### config.mk
export PLATFORM = sky130hd
export DESIGN_NAME = pcpa_ctrl
export DESIGN_NICKNAME = d
export VERILOG_FILES = /design/src/sv/pcpa_pkg.sv /design/src/sv/pcpa_ctrl.sv
export SDC_FILE = /design/constraint.sdc
export NUM_CORES = 1
export LEC_CHECK = 0
export ABC_AREA = 1
export BUFFER_PORTS_ARGS = -buffer_cell sky130_fd_sc_hd__buf_2
export CAP_MARGIN = 25
export CORE_MARGIN = 8
export CORE_UTILIZATION = 49
export DETAILED_ROUTE_END_ITERATION = 10
export PLACE_DENSITY_LB_ADDON = 0.08
export SYNTH_ARGS = -nofsm -noshare
export SYNTH_HDL_FRONTEND = slang
export SYNTH_SLANG_ARGS = --single-unit
### constraint.sdc
create_clock -name clock -period 2.2 [get_ports clock]
set_input_delay 0.22 -clock clock [delete_from_list [all_inputs] [get_ports clock]]
set_output_delay 0.22 -clock clock [all_outputs]
set_load 0.005 [all_outputs]
### src/sv/pcpa_pkg.sv
// ----------------------------------------------------------------------------
// pcpa_pkg
// types and constants shared by the per-cpu page frame allocator modules
// ----------------------------------------------------------------------------
package pcpa_pkg;

   localparam int PAGE_W  = 10;
   localparam int CPU_W   = 3;
   localparam int COUNT_W = 11;
   localparam int CSR_W   = 11;

   localparam logic [COUNT_W-1:0] COUNT_MAX   = 11'd2047;
   localparam logic [COUNT_W-1:0] BATCH_RESET = 11'd1000;
   localparam logic [6:0]         WITHDRAW_FACTOR = 7'd100;

   typedef enum logic [1:0] {
      OP_ALLOC = 2'd0,
      OP_FREE  = 2'd1,
      OP_SEED  = 2'd2,
      OP_NONE  = 2'd3
   } op_type;

   typedef enum logic [1:0] {
      ST_OK    = 2'd0,
      ST_NOMEM = 2'd1,
      ST_RANGE = 2'd2
   } status_type;

   typedef enum logic {
      CSR_REFILL_BATCH = 1'b0,
      CSR_FIRST_PAGE   = 1'b1
   } csr_index_type;

   typedef struct packed {
      op_type             operation;
      logic [CPU_W-1:0]   cpu;
      logic [PAGE_W-1:0]  page;
   } req_type;

   typedef struct packed {
      status_type         status;
      logic [PAGE_W-1:0]  page_out;
   } rsp_type;

   typedef enum logic [3:0] {
      S_IDLE,
      S_DECODE,
      S_WD_CHECK,
      S_WD_SPLICE,
      S_WD_END,
      S_RF_START,
      S_RF_SPLICE,
      S_POP_START,
      S_POP_FINISH,
      S_WK_REQ,
      S_WK_RSP,
      S_DONE
   } state_type;

   typedef enum logic [1:0] {
      CTX_WD,
      CTX_RF,
      CTX_POP
   } ctx_type;

   // controller to datapath
   typedef struct packed {
      logic       capture;
      logic       push_cpu;
      logic       push_pool;
      logic       wd_init;
      logic       wd_start;
      logic       wd_splice;
      logic       sel_next;
      logic       sel_req;
      logic       rf_start;
      logic       rf_splice;
      logic       pop_start;
      logic       pop_finish;
      logic       walk_step;
      logic       set_res;
      status_type res_status;
      logic       load_rsp;
   } cmd_type;

   // datapath to controller
   typedef struct packed {
      op_type op;
      logic   range_ok;
      logic   count_zero;
      logic   pool_zero;
      logic   walk_last;
      logic   gain_reached;
      logic   gain_zero;
      logic   sel_last;
      logic   rsp_free;
   } stat_type;

endpackage

### src/sv/pcpa_ctrl.sv
// ----------------------------------------------------------------------------
// pcpa_ctrl
// sequencer for free, seed, pop, refill and withdraw walks
// ----------------------------------------------------------------------------
module pcpa_ctrl
   import pcpa_pkg::*;
(
   input  logic     clock,
   input  logic     reset,
   input  logic     req_valid,
   output logic     req_ready,
   input  stat_type stat,
   output cmd_type  cmd
);

   state_type state_ff, state_in;
   ctx_type   ctx_ff, ctx_in;

   // state and walk context registers
   always_ff @(posedge clock) begin
      if (reset) begin
         state_ff <= S_IDLE;
         ctx_ff   <= CTX_POP;
      end else begin
         state_ff <= state_in;
         ctx_ff   <= ctx_in;
      end
   end

   // next state
   always_comb begin
      state_in = state_ff;
      ctx_in   = ctx_ff;
      unique case (state_ff)
         S_IDLE: begin
            if (req_valid) state_in = S_DECODE;
         end
         S_DECODE: begin
            unique case (stat.op)
               OP_ALLOC: begin
                  if (!stat.count_zero)     state_in = S_POP_START;
                  else if (!stat.pool_zero) state_in = S_RF_START;
                  else                      state_in = S_WD_CHECK;
               end
               default: state_in = S_DONE;
            endcase
         end
         S_WD_CHECK: begin
            if (stat.gain_reached) begin
               state_in = S_WD_END;
            end else if (!stat.count_zero) begin
               state_in = S_WK_REQ;
               ctx_in   = CTX_WD;
            end else if (stat.sel_last) begin
               state_in = S_WD_END;
            end
         end
         S_WD_SPLICE: begin
            state_in = stat.sel_last ? S_WD_END : S_WD_CHECK;
         end
         S_WD_END: begin
            state_in = stat.gain_zero ? S_DONE : S_RF_START;
         end
         S_RF_START: begin
            state_in = S_WK_REQ;
            ctx_in   = CTX_RF;
         end
         S_RF_SPLICE: state_in = S_POP_START;
         S_POP_START: begin
            state_in = S_WK_REQ;
            ctx_in   = CTX_POP;
         end
         S_POP_FINISH: state_in = S_DONE;
         S_WK_REQ:     state_in = S_WK_RSP;
         S_WK_RSP: begin
            if (!stat.walk_last) begin
               state_in = S_WK_REQ;
            end else begin
               unique case (ctx_ff)
                  CTX_WD:  state_in = S_WD_SPLICE;
                  CTX_RF:  state_in = S_RF_SPLICE;
                  default: state_in = S_POP_FINISH;
               endcase
            end
         end
         S_DONE: begin
            if (stat.rsp_free) state_in = S_IDLE;
         end
         default: state_in = S_IDLE;
      endcase
   end

   // outputs
   always_comb begin
      cmd            = '0;
      cmd.res_status = ST_OK;
      req_ready      = 1'b0;
      unique case (state_ff)
         S_IDLE: begin
            req_ready   = 1'b1;
            cmd.capture = req_valid;
         end
         S_DECODE: begin
            unique case (stat.op) inside
               OP_ALLOC: begin
                  cmd.wd_init = stat.count_zero && stat.pool_zero;
               end
               OP_FREE, OP_SEED: begin
                  cmd.set_res    = 1'b1;
                  cmd.res_status = stat.range_ok ? ST_OK : ST_RANGE;
                  cmd.push_cpu   = stat.range_ok && (stat.op == OP_FREE);
                  cmd.push_pool  = stat.range_ok && (stat.op == OP_SEED);
               end
               default: begin
                  cmd.set_res    = 1'b1;
                  cmd.res_status = ST_OK;
               end
            endcase
         end
         S_WD_CHECK: begin
            if (!stat.gain_reached) begin
               cmd.wd_start = !stat.count_zero;
               cmd.sel_next = stat.count_zero && !stat.sel_last;
            end
         end
         S_WD_SPLICE: begin
            cmd.wd_splice = 1'b1;
            cmd.sel_next  = !stat.sel_last;
         end
         S_WD_END: begin
            cmd.sel_req    = 1'b1;
            cmd.set_res    = stat.gain_zero;
            cmd.res_status = ST_NOMEM;
         end
         S_RF_START:   cmd.rf_start = 1'b1;
         S_RF_SPLICE:  cmd.rf_splice = 1'b1;
         S_POP_START:  cmd.pop_start = 1'b1;
         S_POP_FINISH: begin
            cmd.pop_finish = 1'b1;
            cmd.set_res    = 1'b1;
            cmd.res_status = ST_OK;
         end
         S_WK_RSP:     cmd.walk_step = 1'b1;
         S_DONE:       cmd.load_rsp = stat.rsp_free;
         default: ;
      endcase
   end

endmodule

==> impl_results.md <==
- Avg Cell Area, Syn: 5.20 µm²
- Pleak: approximately 0.57 nW
- Most frequent cells in the layout: nand2_1 (42), nor2_1 (35), buf_2 (30), inv_1 (20)
- Area contributors post-synth: nand2_1 (23%), nor2_1 (19%), dfxtp_1 (17%)
- Post-layout util: approximately 67%
- Final TNS setup: 0 ps
- Die footprint: 2890 µm²
- CTS tree: done
- Layout cells sized above 1: 27.7%
- Rows: 13
- Core box area: 1320 µm²
- Worst Hold Class: in -> reg
- Register area: 120 µm²
- CP required: between 1500 and 2000 ps
- Synth top area share: roughly 23%
- Min-Delay Endpoint: state_ff[0]
- DIE HEIGHT: 53.7 µm
- Vias in the first global route: roughly 900
- Minimum clock period: 1670 ps
- Drt first pass iters: 4
- Peak supply drop: 0.000428 V
- Drt total wl: 1980 µm
- Syn Nets: 151
- H-Tree Depth: 1
- Hold_ws: 187 ps
- Power per cell area: 912 nW/µm²
- Vias per inst: roughly 4.8
- CP endpoint kind: output pin
- Global-route wire length before repair: roughly 3400 µm
- Min-delay src: reset
- Crit Path Category: reg -> out
- Synth area leader: nand2_1
- Peak Freq: roughly 600 MHz
- Worst-path fanout max: 7
- Commonest non-fill, non-tap cell in the layout: nand2_1
- PortBufs: 30
- Cell-internal power: 0.000389 W
- Sequential share of power: 23.1%
- Worst-path clk slew: 50 ps
- P&R area growth vs syn: 26.4%
- Status: complete, no violations
- Final Slew Violations: 0
- RSZ-0062 raised after global routing: no
- Slew headroom: 80.9%
- GPL Wtd Cong: 0.856
- Initial Util: between 50 and 60%
- WP data arrival: 1450 ps
- Period utilization: between 70% and 80%
- # resized after CTS: 0
- Reg2Reg Capture Point: state_ff[1]
- R2R Setup Slk: 880 ps
- Worst r2r src: state_ff[3]
- Setup bufs post-CTS: 0
- HPWL Detailed: approximately 1700 µm
- Post-synthesis register bit count: 6
- GR Overflow Total: 0
- Slew @ Worst Pin: 286 ps
- Comb pwr share: 63.3%
- Drt initial violations: 12
- Critical Path Max Stage Delay: 450 ps
- Die W: roughly 54 µm
- Antenna Nets Post-Route: 0
- Initial antenna violation count: 0
- Sw power: slightly above 0.0004 W
- Post-layout nets: roughly 190
- Switching Share: 51.6%
- Largest net degree at the start of global routing: 8
- Clk Latency, worst-skew pair: 250 ps
- Multi-input logic area: 483 µm²
- Setup violations, final: 0
- Post-synthesis sequential area ratio: about 17%
- CP Launch Type: flip-flop
- Ant. Diodes: 0
- CTS root buffer: clkbuf_4
- Fillers: 150
- Gr usage total: roughly 15%
- Synthesized instance count: 134
- Total CTS buffers: 3
- DP Cell Count: 178
- Hold path cells: 2
- Clock Sinks: 6
- Yosys Warn Count: 0
- Clk buf depth: 2
- Worst r2r path cells: 9
- Crit-path slowest cell: dfxtp_1
- # IOs: 31
- CP cell instances: inv_2 -> nor2_2 -> nand2_2 -> nor4b_2 -> buf_2
- Layout Skew: 3.83 ps
- Syn Std Cell Area: 697 µm²
- Post-synthesis cell type count: 16
- Reported max-cap violation count: 0
- Average wire per standard cell: roughly 11 µm
- DRC viols: 0
- Via count: 864
- Clock Power Share: between 10 and 15%
- # hold bufs at CTS: 0
- Hold Fails Final Rpt: 0
- Fin cells: 181
## power groups by stage
| stage | registers [W] | logic, W | clock network, W |
|---|---|---|---|
| 5_1_grt | 0.000190 | 0.000577 | 0.000123 |
| 3_3_place_gp | 0.000185 | 0.000498 | 0 |
| 6_report | 0.000186 | 0.000508 | 0.000110 |
| 2_1_floorplan | 0.000179 | 0.000361 | 0 |
| 4_1_cts | 0.000185 | 0.000506 | 0.000107 |
| 3_5_place_dp | 0.000187 | 0.000505 | 0 |
## layer usage
| layer | routed length [µm] | GRT usage (%) | share of wire [%] | vias up |
|---|---|---|---|---|
| met5 | 0 | 0 | 0 | - |
| met4 | 8 | 5.88 | 0.40 | 0 |
| met3 | 67 | 4.41 | 3.4 | 2 |
| met2 | 1000 | 26.6 | 50 | 20 |
| met1 | 905 | 16.9 | 46 | 380 |
| li1 | - | - | - | 462 |
## critical path: cells and delay by family (launching register included)
kind | cells | cell delay (ps)
and+or+nand+nor | 3 | 530
DFF | 1 | 450
buffers and inverters | 2 | 220
## cell families (layout without fill, tap and decap cells)
group / after synthesis / after routing / synth area share (%)
adders and majority gates: 4 / 4 / 7.18
DFF: 6 / 6 / 17.2
buffers and inverters: 24 / 56 / 13.5
AOI/OAI and AO/OA: 3 / 3 / 2.69
and+or+nand+nor: 97 / 97 / 59.4
## worst max path at each step
stage | cells past startpoint | slack (ps) | end | startpoint
2_1_floorplan | 4 | 1010 | cmd[2] | state_ff[0]
3_3_place_gp | 5 | 870 | cmd[2] | state_ff[0]
3_5_place_dp | 5 | 830 | cmd[2] | state_ff[0]
4_1_cts | 5 | 560 | cmd[2] | state_ff[0]
5_1_grt | 5 | 440 | cmd[2] | state_ff[0]
6_report | 5 | 530 | cmd[2] | state_ff[0]
## flip-flops by register name, indices dropped and copies added, names as in the netlist
name	cells
ctx_ff	2
state_ff	4
## Yosys cell counts, drive strengths merged
cell    count
nor4b       1
o21ai       1
a21oi       2
dfxtp       6
nor3        3
buf         1
nand2      44
nand3b      2
nor2       41
nand3       6
ha          4
inv        23
## through the flow
stage	total power, W	setup WS, ps	instance area (µm²)
floorplan	0.000540	1010	697
global placement	0.000683	874	858
detailed placement	0.000692	828	858
CTS	0.000799	557	881
global route	0.000891	437	881
finish	0.000804	532	881
## cell type report
cell class / count / share of cell area (%)
Clock buffer: 3 / 2.56
Inverter: 23 / 9.80
Multi-Input combinational cell: 104 / 54.8
Sequential cell: 6 / 13.6
Tap cell: 15 / 2.13
Timing Repair Buffer: 30 / 17.0
(Power assumes the default switching activity.)
